## src/mmb_pkg.sv

```systemverilog
package mmb_pkg;

    // Field widths of the channels.
    localparam int TIME_W   = 32;
    localparam int KIND_W   = 2;
    localparam int CHAN_W   = 5;
    localparam int DATA_W   = 7;
    localparam int CFG_IDX_W = 3;
    localparam int CFG_DAT_W = 9;

    // Register widths.
    localparam int BPM_W   = 9;
    localparam int BAR_W   = 5;
    localparam int COUNT_W = 4;
    localparam int SENT_W  = 8;

    // Message kinds.
    localparam logic [KIND_W-1:0] KIND_PROGRAM  = 2'd0;
    localparam logic [KIND_W-1:0] KIND_NOTE_OFF = 2'd1;
    localparam logic [KIND_W-1:0] KIND_CONTROL  = 2'd2;
    localparam logic [KIND_W-1:0] KIND_NOTE_ON  = 2'd3;

    // Configuration register indexes.
    localparam logic [CFG_IDX_W-1:0] CFG_ENABLED    = 3'd0;
    localparam logic [CFG_IDX_W-1:0] CFG_INSTRUMENT = 3'd1;
    localparam logic [CFG_IDX_W-1:0] CFG_CHANNEL    = 3'd2;
    localparam logic [CFG_IDX_W-1:0] CFG_ACCENT     = 3'd3;
    localparam logic [CFG_IDX_W-1:0] CFG_PLAIN      = 3'd4;
    localparam logic [CFG_IDX_W-1:0] CFG_VOLUME     = 3'd5;
    localparam logic [CFG_IDX_W-1:0] CFG_BPM        = 3'd6;
    localparam logic [CFG_IDX_W-1:0] CFG_BAR        = 3'd7;

    // Reset values of the registers.
    localparam logic [CHAN_W-1:0] RST_CHANNEL = 5'd1;
    localparam logic [DATA_W-1:0] RST_ACCENT  = 7'd76;
    localparam logic [DATA_W-1:0] RST_PLAIN   = 7'd77;
    localparam logic [DATA_W-1:0] RST_VOLUME  = 7'd100;
    localparam logic [BPM_W-1:0]  RST_BPM     = 9'd120;
    localparam logic [BAR_W-1:0]  RST_BAR     = 5'd4;
    localparam logic [SENT_W-1:0] SENT_NONE   = 8'd255;

    // Fixed message data.
    localparam logic [DATA_W-1:0] VOLUME_CONTROLLER = 7'd7;
    localparam logic [DATA_W-1:0] FULL_VELOCITY     = 7'd127;
    localparam logic [TIME_W-1:0] RESTART_OFFSET    = 32'd200;

    // Serial divider.
    localparam int DIV_W  = 16;
    localparam int REM_W  = BPM_W;
    localparam logic [DIV_W-1:0] PERIOD_DIVIDEND = 16'd60000;

    // floor(x / 10) for 16-bit x is (x * 0xCCCD) >> 19.
    localparam logic [DIV_W-1:0] TENTH_MUL   = 16'hCCCD;
    localparam int               TENTH_SHIFT = 19;
    localparam int               TENTH_W     = 13;

    // floor(128 * p / 100) for p below 100 is (p * 5243) >> 12.
    localparam logic [12:0] VOL_MUL   = 13'd5243;
    localparam int          VOL_SHIFT = 12;
    localparam int          VOL_PROD_W = 20;
    localparam logic [DATA_W-1:0] VOL_CLAMP_PCT = 7'd100;
    localparam logic [DATA_W-1:0] VOL_MAX       = 7'd127;

    // Pending message slots, emitted lowest first.
    localparam int NUM_SLOTS = 5;
    localparam int SLOT_W    = 3;
    localparam logic [SLOT_W-1:0] SLOT_PROGRAM  = 3'd0;
    localparam logic [SLOT_W-1:0] SLOT_OFF_ACC  = 3'd1;
    localparam logic [SLOT_W-1:0] SLOT_OFF_PLN  = 3'd2;
    localparam logic [SLOT_W-1:0] SLOT_CONTROL  = 3'd3;
    localparam logic [SLOT_W-1:0] SLOT_NOTE_ON  = 3'd4;

    typedef enum logic [5:0] {
        S_IDLE  = 6'b000001,
        S_EVAL  = 6'b000010,
        S_DIV_P = 6'b000100,
        S_STOP  = 6'b001000,
        S_DIV_M = 6'b010000,
        S_EMIT  = 6'b100000
    } t_state;

endpackage

```

## src/mmb_if.sv

```systemverilog
interface mmb_in_if;
    logic                        valid;
    logic                        ready;
    logic [mmb_pkg::TIME_W-1:0]  now_ms;
    logic [mmb_pkg::TIME_W-1:0]  loop_start_ms;

    modport source (output valid, output now_ms, output loop_start_ms, input ready);
    modport sink   (input valid, input now_ms, input loop_start_ms, output ready);
endinterface

interface mmb_out_if;
    logic                        valid;
    logic                        ready;
    logic [mmb_pkg::KIND_W-1:0]  msg_kind;
    logic [mmb_pkg::CHAN_W-1:0]  channel;
    logic [mmb_pkg::DATA_W-1:0]  data_first;
    logic [mmb_pkg::DATA_W-1:0]  data_second;
    logic                        last;

    modport source (output valid, output msg_kind, output channel, output data_first,
                    output data_second, output last, input ready);
    modport sink   (input valid, input msg_kind, input channel, input data_first,
                    input data_second, input last, output ready);
endinterface

interface mmb_cfg_if;
    logic                           valid;
    logic                           ready;
    logic [mmb_pkg::CFG_IDX_W-1:0]  index;
    logic [mmb_pkg::CFG_DAT_W-1:0]  data;

    modport source (output valid, output index, output data, input ready);
    modport sink   (input valid, input index, input data, output ready);
endinterface

```

## src/midi_metronome_beat_generator.sv

```systemverilog
// Flow: a request while disabled only re-arms the deadlines and is absorbed in idle. An enabled
// request passes through evaluation and then message emission; a beat request also runs the
// period division, the deadline update and, unless the bar length is zero, the counter modulus
// division in between. A receiver stall holds the block in emission. A new request is taken
// only once the previous one is done. One serial divider serves both divisions.
// Reset: i_rst_n is synchronous, active low; control registers reset, payload registers do not.
module midi_metronome_beat_generator (
    input  logic      i_clk,
    input  logic      i_rst_n,
    mmb_cfg_if.sink   i_cfg,
    mmb_in_if.sink    i_in,
    mmb_out_if.source o_out
);

    // Configuration registers.
    logic                            r_cfg_en;
    logic [mmb_pkg::DATA_W-1:0]      r_cfg_instr;
    logic [mmb_pkg::CHAN_W-1:0]      r_cfg_chan;
    logic [mmb_pkg::DATA_W-1:0]      r_cfg_accent;
    logic [mmb_pkg::DATA_W-1:0]      r_cfg_plain;
    logic [mmb_pkg::DATA_W-1:0]      r_cfg_vol;
    logic [mmb_pkg::BPM_W-1:0]       r_cfg_bpm;
    logic [mmb_pkg::BAR_W-1:0]       r_cfg_bar;

    // Metronome state.
    mmb_pkg::t_state                 r_state, n_state;
    logic [mmb_pkg::COUNT_W-1:0]     r_count, n_count;
    logic [mmb_pkg::TIME_W-1:0]      r_beat_dl, n_beat_dl;
    logic [mmb_pkg::TIME_W-1:0]      r_stop_dl, n_stop_dl;
    logic                            r_sounding, n_sounding;
    logic [mmb_pkg::SENT_W-1:0]      r_sent, n_sent;

    // Per-request working registers.
    logic [mmb_pkg::TIME_W-1:0]      r_now, n_now;
    logic [mmb_pkg::NUM_SLOTS-1:0]   r_pend, n_pend;
    logic [mmb_pkg::DATA_W-1:0]      r_note, n_note;
    logic [mmb_pkg::DATA_W-1:0]      r_vol, n_vol;

    // Shared restoring divider.
    logic [mmb_pkg::DIV_W-1:0]       r_dv_acc, n_dv_acc;
    logic [mmb_pkg::REM_W-1:0]       r_dv_rem, n_dv_rem;
    logic [3:0]                      r_dv_cnt, n_dv_cnt;

    // Output register.
    logic                            r_out_vld, n_out_vld;
    logic [mmb_pkg::KIND_W-1:0]      r_out_kind, n_out_kind;
    logic [mmb_pkg::DATA_W-1:0]      r_out_first, n_out_first;
    logic [mmb_pkg::DATA_W-1:0]      r_out_second, n_out_second;
    logic                            r_out_last, n_out_last;

    logic                            w_in_acc;
    logic [mmb_pkg::BPM_W-1:0]       w_bpm_eff;
    logic [mmb_pkg::BPM_W-1:0]       w_dv_div;
    logic [mmb_pkg::REM_W:0]         w_dv_trial;
    logic                            w_dv_ge;
    logic [mmb_pkg::REM_W-1:0]       w_dv_rem_nx;
    logic [mmb_pkg::DIV_W-1:0]       w_dv_acc_nx;
    logic [2*mmb_pkg::DIV_W-1:0]     w_tenth_prod;
    logic [mmb_pkg::TENTH_W-1:0]     w_tenth;
    logic [mmb_pkg::VOL_PROD_W-1:0]  w_vol_prod;
    logic [mmb_pkg::DATA_W-1:0]      w_vol;
    logic                            w_pc_hit;
    logic                            w_off_hit;
    logic                            w_beat_hit;
    logic [mmb_pkg::SLOT_W-1:0]      w_sel;
    logic                            w_out_free;
    logic [mmb_pkg::KIND_W-1:0]      w_msg_kind;
    logic [mmb_pkg::DATA_W-1:0]      w_msg_first;
    logic [mmb_pkg::DATA_W-1:0]      w_msg_second;
    logic [mmb_pkg::NUM_SLOTS-1:0]   w_sel_mask;

    // Registers may be written at any cycle; the port never stalls.
    assign i_cfg.ready = 1'b1;

    // A new request is taken only when the sequencer is idle. The output register may still be
    // holding the final message of the previous request at that point.
    assign i_in.ready = (r_state == mmb_pkg::S_IDLE);
    assign w_in_acc   = i_in.valid && i_in.ready;

    assign o_out.valid       = r_out_vld;
    assign o_out.msg_kind    = r_out_kind;
    assign o_out.channel     = r_cfg_chan;
    assign o_out.data_first  = r_out_first;
    assign o_out.data_second = r_out_second;
    assign o_out.last        = r_out_last;

    // A tempo of zero is treated as one beat per minute.
    assign w_bpm_eff = (r_cfg_bpm == '0) ? mmb_pkg::BPM_W'(1) : r_cfg_bpm;

    // One restoring-division step per cycle: shift the next dividend bit into the partial
    // remainder, subtract the divisor when it fits, and shift the quotient bit in behind.
    // The same unit computes the beat period and the beat counter modulus.
    assign w_dv_div    = (r_state == mmb_pkg::S_DIV_M) ?
                         mmb_pkg::BPM_W'(r_cfg_bar) : w_bpm_eff;
    assign w_dv_trial  = {r_dv_rem, r_dv_acc[mmb_pkg::DIV_W-1]};
    assign w_dv_ge     = (w_dv_trial >= {1'b0, w_dv_div});
    assign w_dv_rem_nx = w_dv_ge ? mmb_pkg::REM_W'(w_dv_trial - {1'b0, w_dv_div}) :
                                   mmb_pkg::REM_W'(w_dv_trial);
    assign w_dv_acc_nx = {r_dv_acc[mmb_pkg::DIV_W-2:0], w_dv_ge};

    // The note length is one tenth of the beat period, since floor(floor(a/b)/10) equals
    // floor(a/(10b)). The tenth is taken by a reciprocal multiply.
    assign w_tenth_prod = {{mmb_pkg::DIV_W{1'b0}}, r_dv_acc} *
                          {{mmb_pkg::DIV_W{1'b0}}, mmb_pkg::TENTH_MUL};
    assign w_tenth      = w_tenth_prod[mmb_pkg::TENTH_SHIFT +: mmb_pkg::TENTH_W];

    // Volume is floor(128 * percent / 100). Anything from 100 percent up saturates at 127;
    // below that the reciprocal multiply is exact.
    assign w_vol_prod = mmb_pkg::VOL_PROD_W'(r_cfg_vol) * mmb_pkg::VOL_PROD_W'(mmb_pkg::VOL_MUL);
    assign w_vol      = (r_cfg_vol >= mmb_pkg::VOL_CLAMP_PCT) ? mmb_pkg::VOL_MAX :
                        w_vol_prod[mmb_pkg::VOL_SHIFT +: mmb_pkg::DATA_W];

    // Decisions of an enabled request, evaluated against the captured time.
    assign w_pc_hit   = ({1'b0, r_cfg_instr} != r_sent);
    assign w_off_hit  = (r_now >= r_stop_dl) && r_sounding;
    assign w_beat_hit = (r_now >= r_beat_dl);

    // The lowest pending slot is the next message; it is the final one when no other slot
    // is pending behind it.
    always_comb begin
        w_sel = mmb_pkg::SLOT_NOTE_ON;
        for (int k = mmb_pkg::NUM_SLOTS - 1; k >= 0; k--) begin
            if (r_pend[k]) begin
                w_sel = mmb_pkg::SLOT_W'(k);
            end
        end
    end

    assign w_sel_mask = mmb_pkg::NUM_SLOTS'(1) << w_sel;

    always_comb begin
        unique case (w_sel)
            mmb_pkg::SLOT_PROGRAM: begin
                w_msg_kind   = mmb_pkg::KIND_PROGRAM;
                w_msg_first  = r_cfg_instr;
                w_msg_second = '0;
            end
            mmb_pkg::SLOT_OFF_ACC: begin
                w_msg_kind   = mmb_pkg::KIND_NOTE_OFF;
                w_msg_first  = r_cfg_accent;
                w_msg_second = '0;
            end
            mmb_pkg::SLOT_OFF_PLN: begin
                w_msg_kind   = mmb_pkg::KIND_NOTE_OFF;
                w_msg_first  = r_cfg_plain;
                w_msg_second = '0;
            end
            mmb_pkg::SLOT_CONTROL: begin
                w_msg_kind   = mmb_pkg::KIND_CONTROL;
                w_msg_first  = mmb_pkg::VOLUME_CONTROLLER;
                w_msg_second = r_vol;
            end
            default: begin
                w_msg_kind   = mmb_pkg::KIND_NOTE_ON;
                w_msg_first  = r_note;
                w_msg_second = mmb_pkg::FULL_VELOCITY;
            end
        endcase
    end

    // The output register can take a message when it is empty or being drained this cycle.
    assign w_out_free = !r_out_vld || o_out.ready;

    // Sequencer.
    always_comb begin
        n_state      = r_state;
        n_count      = r_count;
        n_beat_dl    = r_beat_dl;
        n_stop_dl    = r_stop_dl;
        n_sounding   = r_sounding;
        n_sent       = r_sent;
        n_now        = r_now;
        n_pend       = r_pend;
        n_note       = r_note;
        n_vol        = r_vol;
        n_dv_acc     = r_dv_acc;
        n_dv_rem     = r_dv_rem;
        n_dv_cnt     = r_dv_cnt;
        n_out_vld    = r_out_vld && !o_out.ready;
        n_out_kind   = r_out_kind;
        n_out_first  = r_out_first;
        n_out_second = r_out_second;
        n_out_last   = r_out_last;

        unique case (r_state)
            mmb_pkg::S_IDLE: begin
                if (w_in_acc) begin
                    n_now = i_in.now_ms;
                    if (!r_cfg_en) begin
                        // Disabled: re-arm from the loop start and emit nothing.
                        n_count    = mmb_pkg::COUNT_W'(1);
                        n_beat_dl  = i_in.loop_start_ms + mmb_pkg::RESTART_OFFSET;
                        n_stop_dl  = i_in.loop_start_ms + mmb_pkg::RESTART_OFFSET;
                        n_sounding = 1'b0;
                    end else begin
                        n_state = mmb_pkg::S_EVAL;
                    end
                end
            end
            mmb_pkg::S_EVAL: begin
                n_pend = {w_beat_hit, w_beat_hit, w_off_hit, w_off_hit, w_pc_hit};
                if (w_pc_hit) begin
                    n_sent = {1'b0, r_cfg_instr};
                end
                if (w_off_hit) begin
                    n_sounding = 1'b0;
                end
                // The note is chosen from the counter before it advances.
                n_note = (r_count == mmb_pkg::COUNT_W'(1)) ? r_cfg_accent : r_cfg_plain;
                n_vol  = w_vol;
                if (w_beat_hit) begin
                    n_sounding = 1'b1;
                    n_dv_acc   = mmb_pkg::PERIOD_DIVIDEND;
                    n_dv_rem   = '0;
                    n_dv_cnt   = '0;
                    n_state    = mmb_pkg::S_DIV_P;
                end else begin
                    n_state = mmb_pkg::S_EMIT;
                end
            end
            mmb_pkg::S_DIV_P: begin
                n_dv_acc = w_dv_acc_nx;
                n_dv_rem = w_dv_rem_nx;
                n_dv_cnt = r_dv_cnt + 4'd1;
                if (r_dv_cnt == 4'd15) begin
                    n_state = mmb_pkg::S_STOP;
                end
            end
            mmb_pkg::S_STOP: begin
                // The quotient register holds the beat period now.
                n_beat_dl = r_now + mmb_pkg::TIME_W'(r_dv_acc);
                n_stop_dl = r_now + mmb_pkg::TIME_W'(w_tenth);
                if (r_cfg_bar == '0) begin
                    // A zero bar length parks the counter at zero.
                    n_count = '0;
                    n_state = mmb_pkg::S_EMIT;
                end else begin
                    n_dv_acc = mmb_pkg::DIV_W'(r_count) + mmb_pkg::DIV_W'(1);
                    n_dv_rem = '0;
                    n_dv_cnt = '0;
                    n_state  = mmb_pkg::S_DIV_M;
                end
            end
            mmb_pkg::S_DIV_M: begin
                n_dv_acc = w_dv_acc_nx;
                n_dv_rem = w_dv_rem_nx;
                n_dv_cnt = r_dv_cnt + 4'd1;
                if (r_dv_cnt == 4'd15) begin
                    // The remainder is the advanced counter, kept to four bits.
                    n_count = w_dv_rem_nx[mmb_pkg::COUNT_W-1:0];
                    n_state = mmb_pkg::S_EMIT;
                end
            end
            mmb_pkg::S_EMIT: begin
                if (r_pend == '0) begin
                    n_state = mmb_pkg::S_IDLE;
                end else if (w_out_free) begin
                    n_out_vld    = 1'b1;
                    n_out_kind   = w_msg_kind;
                    n_out_first  = w_msg_first;
                    n_out_second = w_msg_second;
                    n_out_last   = ((r_pend & ~w_sel_mask) == '0);
                    n_pend       = r_pend & ~w_sel_mask;
                end
            end
            default: begin
                n_state = mmb_pkg::S_IDLE;
            end
        endcase
    end

    always_ff @(posedge i_clk) begin
        if (!i_rst_n) begin
            r_state    <= mmb_pkg::S_IDLE;
            r_count    <= mmb_pkg::COUNT_W'(1);
            r_beat_dl  <= '0;
            r_stop_dl  <= '0;
            r_sounding <= 1'b0;
            r_sent     <= mmb_pkg::SENT_NONE;
            r_pend     <= '0;
            r_out_vld  <= 1'b0;
        end else begin
            r_state    <= n_state;
            r_count    <= n_count;
            r_beat_dl  <= n_beat_dl;
            r_stop_dl  <= n_stop_dl;
            r_sounding <= n_sounding;
            r_sent     <= n_sent;
            r_pend     <= n_pend;
            r_out_vld  <= n_out_vld;
        end
    end

    // Payload and working registers carry no reset.
    always_ff @(posedge i_clk) begin
        r_now        <= n_now;
        r_note       <= n_note;
        r_vol        <= n_vol;
        r_dv_acc     <= n_dv_acc;
        r_dv_rem     <= n_dv_rem;
        r_dv_cnt     <= n_dv_cnt;
        r_out_kind   <= n_out_kind;
        r_out_first  <= n_out_first;
        r_out_second <= n_out_second;
        r_out_last   <= n_out_last;
    end

    // Configuration register file.
    always_ff @(posedge i_clk) begin
        if (!i_rst_n) begin
            r_cfg_en     <= 1'b0;
            r_cfg_instr  <= '0;
            r_cfg_chan   <= mmb_pkg::RST_CHANNEL;
            r_cfg_accent <= mmb_pkg::RST_ACCENT;
            r_cfg_plain  <= mmb_pkg::RST_PLAIN;
            r_cfg_vol    <= mmb_pkg::RST_VOLUME;
            r_cfg_bpm    <= mmb_pkg::RST_BPM;
            r_cfg_bar    <= mmb_pkg::RST_BAR;
        end else if (i_cfg.valid && i_cfg.ready) begin
            unique case (i_cfg.index)
                mmb_pkg::CFG_ENABLED:    r_cfg_en     <= i_cfg.data[0];
                mmb_pkg::CFG_INSTRUMENT: r_cfg_instr  <= i_cfg.data[mmb_pkg::DATA_W-1:0];
                mmb_pkg::CFG_CHANNEL:    r_cfg_chan   <= i_cfg.data[mmb_pkg::CHAN_W-1:0];
                mmb_pkg::CFG_ACCENT:     r_cfg_accent <= i_cfg.data[mmb_pkg::DATA_W-1:0];
                mmb_pkg::CFG_PLAIN:      r_cfg_plain  <= i_cfg.data[mmb_pkg::DATA_W-1:0];
                mmb_pkg::CFG_VOLUME:     r_cfg_vol    <= i_cfg.data[mmb_pkg::DATA_W-1:0];
                mmb_pkg::CFG_BPM:        r_cfg_bpm    <= i_cfg.data[mmb_pkg::BPM_W-1:0];
                mmb_pkg::CFG_BAR:        r_cfg_bar    <= i_cfg.data[mmb_pkg::BAR_W-1:0];
                default: begin
                end
            endcase
        end
    end

    // The sequencer never returns to idle with messages still queued.
    a_idle_no_pend: assert property (@(posedge i_clk) disable iff (!i_rst_n)
        (r_state == mmb_pkg::S_IDLE) |-> (r_pend == '0))
        else $error("idle with pending messages");

    // The period division only runs after a beat has marked the note as sounding.
    a_div_sounding: assert property (@(posedge i_clk) disable iff (!i_rst_n)
        (r_state == mmb_pkg::S_DIV_P) |-> r_sounding)
        else $error("beat division without sounding note");

    // Evaluation always follows an accepted request.
    a_eval_after_req: assert property (@(posedge i_clk) disable iff (!i_rst_n)
        (r_state == mmb_pkg::S_EVAL) |-> $past(i_in.valid && i_in.ready))
        else $error("evaluation without a request");

endmodule

```

## src/flat_wrapper.sv

```systemverilog
// flat-port wrapper written by rule: the top's interface ports become plain ports
module midi_metronome_beat_generator_flat 
  (i_clk, i_rst_n, i_cfg_valid, i_cfg_index, i_cfg_data, i_cfg_ready, i_in_valid, i_in_now_ms, i_in_loop_start_ms, i_in_ready, o_out_valid, o_out_msg_kind, o_out_channel, o_out_data_first, o_out_data_second, o_out_last, o_out_ready);
  mmb_cfg_if i_cfg_i ();
  mmb_in_if i_in_i ();
  mmb_out_if o_out_i ();
  input  logic i_clk;
  input  logic i_rst_n;
  input wire logic [$bits(i_cfg_i.valid)-1:0] i_cfg_valid;
  input wire logic [$bits(i_cfg_i.index)-1:0] i_cfg_index;
  input wire logic [$bits(i_cfg_i.data)-1:0] i_cfg_data;
  output wire logic [$bits(i_cfg_i.ready)-1:0] i_cfg_ready;
  input wire logic [$bits(i_in_i.valid)-1:0] i_in_valid;
  input wire logic [$bits(i_in_i.now_ms)-1:0] i_in_now_ms;
  input wire logic [$bits(i_in_i.loop_start_ms)-1:0] i_in_loop_start_ms;
  output wire logic [$bits(i_in_i.ready)-1:0] i_in_ready;
  output wire logic [$bits(o_out_i.valid)-1:0] o_out_valid;
  output wire logic [$bits(o_out_i.msg_kind)-1:0] o_out_msg_kind;
  output wire logic [$bits(o_out_i.channel)-1:0] o_out_channel;
  output wire logic [$bits(o_out_i.data_first)-1:0] o_out_data_first;
  output wire logic [$bits(o_out_i.data_second)-1:0] o_out_data_second;
  output wire logic [$bits(o_out_i.last)-1:0] o_out_last;
  input wire logic [$bits(o_out_i.ready)-1:0] o_out_ready;
  assign i_cfg_i.valid = i_cfg_valid;
  assign i_cfg_i.index = i_cfg_index;
  assign i_cfg_i.data = i_cfg_data;
  assign i_cfg_ready = i_cfg_i.ready;
  assign i_in_i.valid = i_in_valid;
  assign i_in_i.now_ms = i_in_now_ms;
  assign i_in_i.loop_start_ms = i_in_loop_start_ms;
  assign i_in_ready = i_in_i.ready;
  assign o_out_valid = o_out_i.valid;
  assign o_out_msg_kind = o_out_i.msg_kind;
  assign o_out_channel = o_out_i.channel;
  assign o_out_data_first = o_out_i.data_first;
  assign o_out_data_second = o_out_i.data_second;
  assign o_out_last = o_out_i.last;
  assign o_out_i.ready = o_out_ready;
  midi_metronome_beat_generator u_core (.i_clk(i_clk), .i_rst_n(i_rst_n), .i_cfg(i_cfg_i), .i_in(i_in_i), .o_out(o_out_i));
endmodule
```

## config.mk

```make
export PLATFORM = sky130hd
export DESIGN_NAME = midi_metronome_beat_generator_flat
export DESIGN_NICKNAME = d
export VERILOG_FILES = /design/src/mmb_pkg.sv /design/src/mmb_if.sv /design/src/midi_metronome_beat_generator.sv /design/src/flat_wrapper.sv
export SDC_FILE = /design/constraint.sdc
export NUM_CORES = 1
export LEC_CHECK = 0
export BUFFER_PORTS_ARGS = -buffer_cell sky130_fd_sc_hd__buf_2
export CORE_MARGIN = 2
export CORE_UTILIZATION = 45
export CTS_BUF_LIST = sky130_fd_sc_hd__clkbuf_16
export CTS_CLUSTER_SIZE = 28
export DETAILED_ROUTE_END_ITERATION = 8
export MAX_ROUTING_LAYER = met4
export SLEW_MARGIN = 20
export SYNTH_ARGS = -nofsm -noshare
export SYNTH_HDL_FRONTEND = slang
export SYNTH_SLANG_ARGS = --single-unit
```

## constraint.sdc

```tcl
create_clock -name i_clk -period 9.05 [get_ports i_clk]
set_clock_uncertainty 0.05 [all_clocks]
set_input_delay 2.715 -clock i_clk [delete_from_list [all_inputs] [get_ports i_clk]]
set_output_delay 2.715 -clock i_clk [all_outputs]
set_load 0.1 [all_outputs]
```

==> results.ini <==
[power]
switching_share_pct = 28.7
p_clk_share_pct = 39.0
p_comb_share_pct = 16.6
p_int_mw = 1.85
leakagePower_nw = 9.54
switchingPower_uw = 745
p_per_area_nw_per_um2 = 123
irDropWorstVdd_mv = 0.146
seqPwrFrac_pct = 44.4
totalPowerFinal_mw = 2.59

[synthesis]
seq_area_frac_synth_pct = 28.7
ys_top_cells_by_count = inv_1, ha_1, nand2_1
synthArstFlopShare_pct = 0
ys_types = 85
syn_inst = 2097
synth-edff-count = 92
yosys.area.top_type = ha_1
ys.flop_type = dfxtp_1
avgSynthCellArea_um2 = 9.16
yosys_warnings = 0
synth_fp_nets = 2563
yosysMostFrequentCell = inv_1
synth_area_um2 = 19200
synth_top_area_share_pct = 18.6
ys_seq_elements = 229
synth_area_leaders = ha_1, edfxtp_1, dfxtp_1, fa_1, inv_1

[grt]
track_usage_pct = 24.3
antenna_found_initial = 1
grt_pass1_vias = 15300
grt_pass1_wl_um = 83300
grt_overflow = 0
grt_max_degree = 72

[worst_setup_path]
critPathLaunchType = flip-flop
critical_path.most_common_cell = fa_1
slowest_stage = o21ai_0
cp.required_ns = 9.46
end_kind = flip-flop
crit_type = flip-flop to flip-flop
cp_max_fo = 7
max_stage_delay_ns = 0.56
startpoint = u_core.r_dv_acc[10]$_DFFE_PP_
critPathArrivalTime_ns = 8.54
rr_startpoint = u_core.r_dv_acc[10]$_DFFE_PP_

[timing]
setup_tns_ns = 0
timing.fmax_mhz = 123
hold_viol_final = 0
tightest_slew_ns = 0.965
rsz0062_at_grt = false
slew_viol_final = 0
max-slew-margin-rel_pct = 35.5
period_needed_ns = 8.12
min_period_over_period_pct = 89.8
holdWs_ns = 0.397
setup_viol = 0

[cells_and_area]
drive_gt1_share_pct = 8.86
layout.cell_area.non_filler_um2 = 21000
fin_nets = 2647
utilization_pct = 50.1
seqCellArea_um2 = 5510
fill_cells = 4000
area_growth_pct = 9.52
multi_input_area_um2 = 12300

[drt]
drt_wl_total_um = 51400
viasPerCell = 5.49
postRouteAntennaNets = 0
wl_per_cell_um = 18.7
route.detailed.drc = 0
firstDrtPassIters = 5
vias = 15100
drtIter0Drc = 915

[cts]
postCtsSetupBuffers = 0
clk_pin_slew_ns = 0.06
cts_tree = built
clockRootBuffer = clkbuf_16
insertion_delay_ns = 0.56
htreeDepth = 1
cts_hold_buf = 0
cts_resized = 0
clock_path_buffers = 3
clock-sinks = 229
numCtsBuffers = 27

[worst_hold_path]
min-delay-start = u_core.r_sent[7]$_SDFFE_PN1P_
hold_path.class = flip-flop to flip-flop

[placement]
hpwl_um = 40300
io_buffers = 104
postPlaceCellArea_um2 = 20200
routabilityCongestion = 0.922

[floorplan]
rows = 75
fp.dieH_um = 211
pin_count = 106
dieArea_um2 = 44400
design.core.area_um2 = 42000
initial_utilization_pct = 45.7
die_w_um = 211

[run_status]
status = finished clean

[flow_run]
maxCapViolCount = 0

kinds of logic (layout without fill, tap and decap cells):
| logic type | Yosys count | in the layout | synth area share [%] |
|---|---|---|---|
| compound gates | 415 | 415 | 14.4 |
| buf+inv | 381 | 486 | 7.65 |
| simple gates | 539 | 539 | 13.3 |
| mux | 42 | 42 | 2.24 |
| xor+xnor | 104 | 104 | 4.74 |
| other cells | 1 | 2 | 0.0195 |
| flops | 229 | 229 | 28.7 |
| fa+ha+maj | 386 | 386 | 29.0 |
flip-flops by register name (all words and copies together) (netlist names), 6 cells and up:
name and cells:
u_core.r_beat_dl 32, u_core.o_out.data_first 7, u_core.r_cfg_accent 7, u_core.r_stop_dl 32, u_core.r_cfg_vol 7, u_core.r_cfg_instr 7
u_core.r_state 6, u_core.o_out.data_second 7, u_core.r_now 32, u_core.r_cfg_bpm 9, u_core.r_dv_acc 16, u_core.r_cfg_plain 7
u_core.r_dv_rem 9, u_core.r_vol 7, u_core.r_note 7, u_core.r_sent 8
routing by layer:
metal	vias up	global-route usage (%)	part of all wire, %
met5	-	-	0
met4	0	5.12	2.0
met3	72	1.99	3.1
met2	275	40.2	48
met1	7263	32.8	47
li1	7444	-	-
per-stage QoR:
stage | setup slack, ns | instances
global route | 0.572 | 2742
finish | 0.926 | 2742
CTS | 0.948 | 2741
detailed placement | 0.984 | 2691
global placement | 1.03 | 2691
floorplan | 2.01 | 2097
final cells by class:
class	instances	share of cell area, %
Clock buffer	28	3.33
Clock inverter	22	0.482
Sequential cell	229	26.2
Timing Repair Buffer	115	2.87
Antenna cell	1	0.0119
Inverter	321	5.73
Tap cell	539	3.20
Multi-Input combinational cell	1487	58.2
worst max-delay path: cells and delay by family (launching register included):
kind	cells	cell delay [ns]
adder cells (fa/ha/maj)	9	3.62
AO/OA/AOI/OAI	11	3.08
flip-flops	1	0.50
AND/OR/NAND/NOR	3	0.30
XOR/XNOR	2	0.29
buffers and inverters	4	0.19
placed cells by master, fill, tap and decap left out, drive strengths merged, types with 11 or more instances in the layout:
cell and count:
inv 335, ha 285, nand2 163, nor2 139, dfxtp 137, a21oi 135
buf 115, fa 100, edfxtp 92, o21ai 78, xnor2 59, nor3 55
nand3 49, xor2 45, a211oi 35, mux2i 34, clkbuf 28, o211ai 25
a21o 22, nand4 19, nand2b 15, nor4 14, and2 14, a2111oi 14
or3 13, and3 13, or2 11
power groups by stage:
stage	Sequential (mW)	Clock [mW]	Combinational, mW
final	1.15	1.01	0.430
after global routing	1.16	1.08	0.491
after CTS	1.15	1.03	0.432
after detailed placement	1.17	0	0.428
after global placement	1.17	0	0.418
after floorplan	1.16	0	0.309
path summary, 6_finish.rpt:
check                                                         end  slack (ns)  cells past startpoint
worst min register to register      u_core.r_sent[7]$_SDFFE_PN1P_        0.40                      2
worst max register to register  u_core.r_stop_dl[22]$_SDFFE_PN0P_        0.93                     29
worst max-delay path            u_core.r_stop_dl[22]$_SDFFE_PN0P_        0.93                     29
worst min-delay path                u_core.r_sent[7]$_SDFFE_PN1P_        0.40                      2
(Power assumes the default switching activity.)
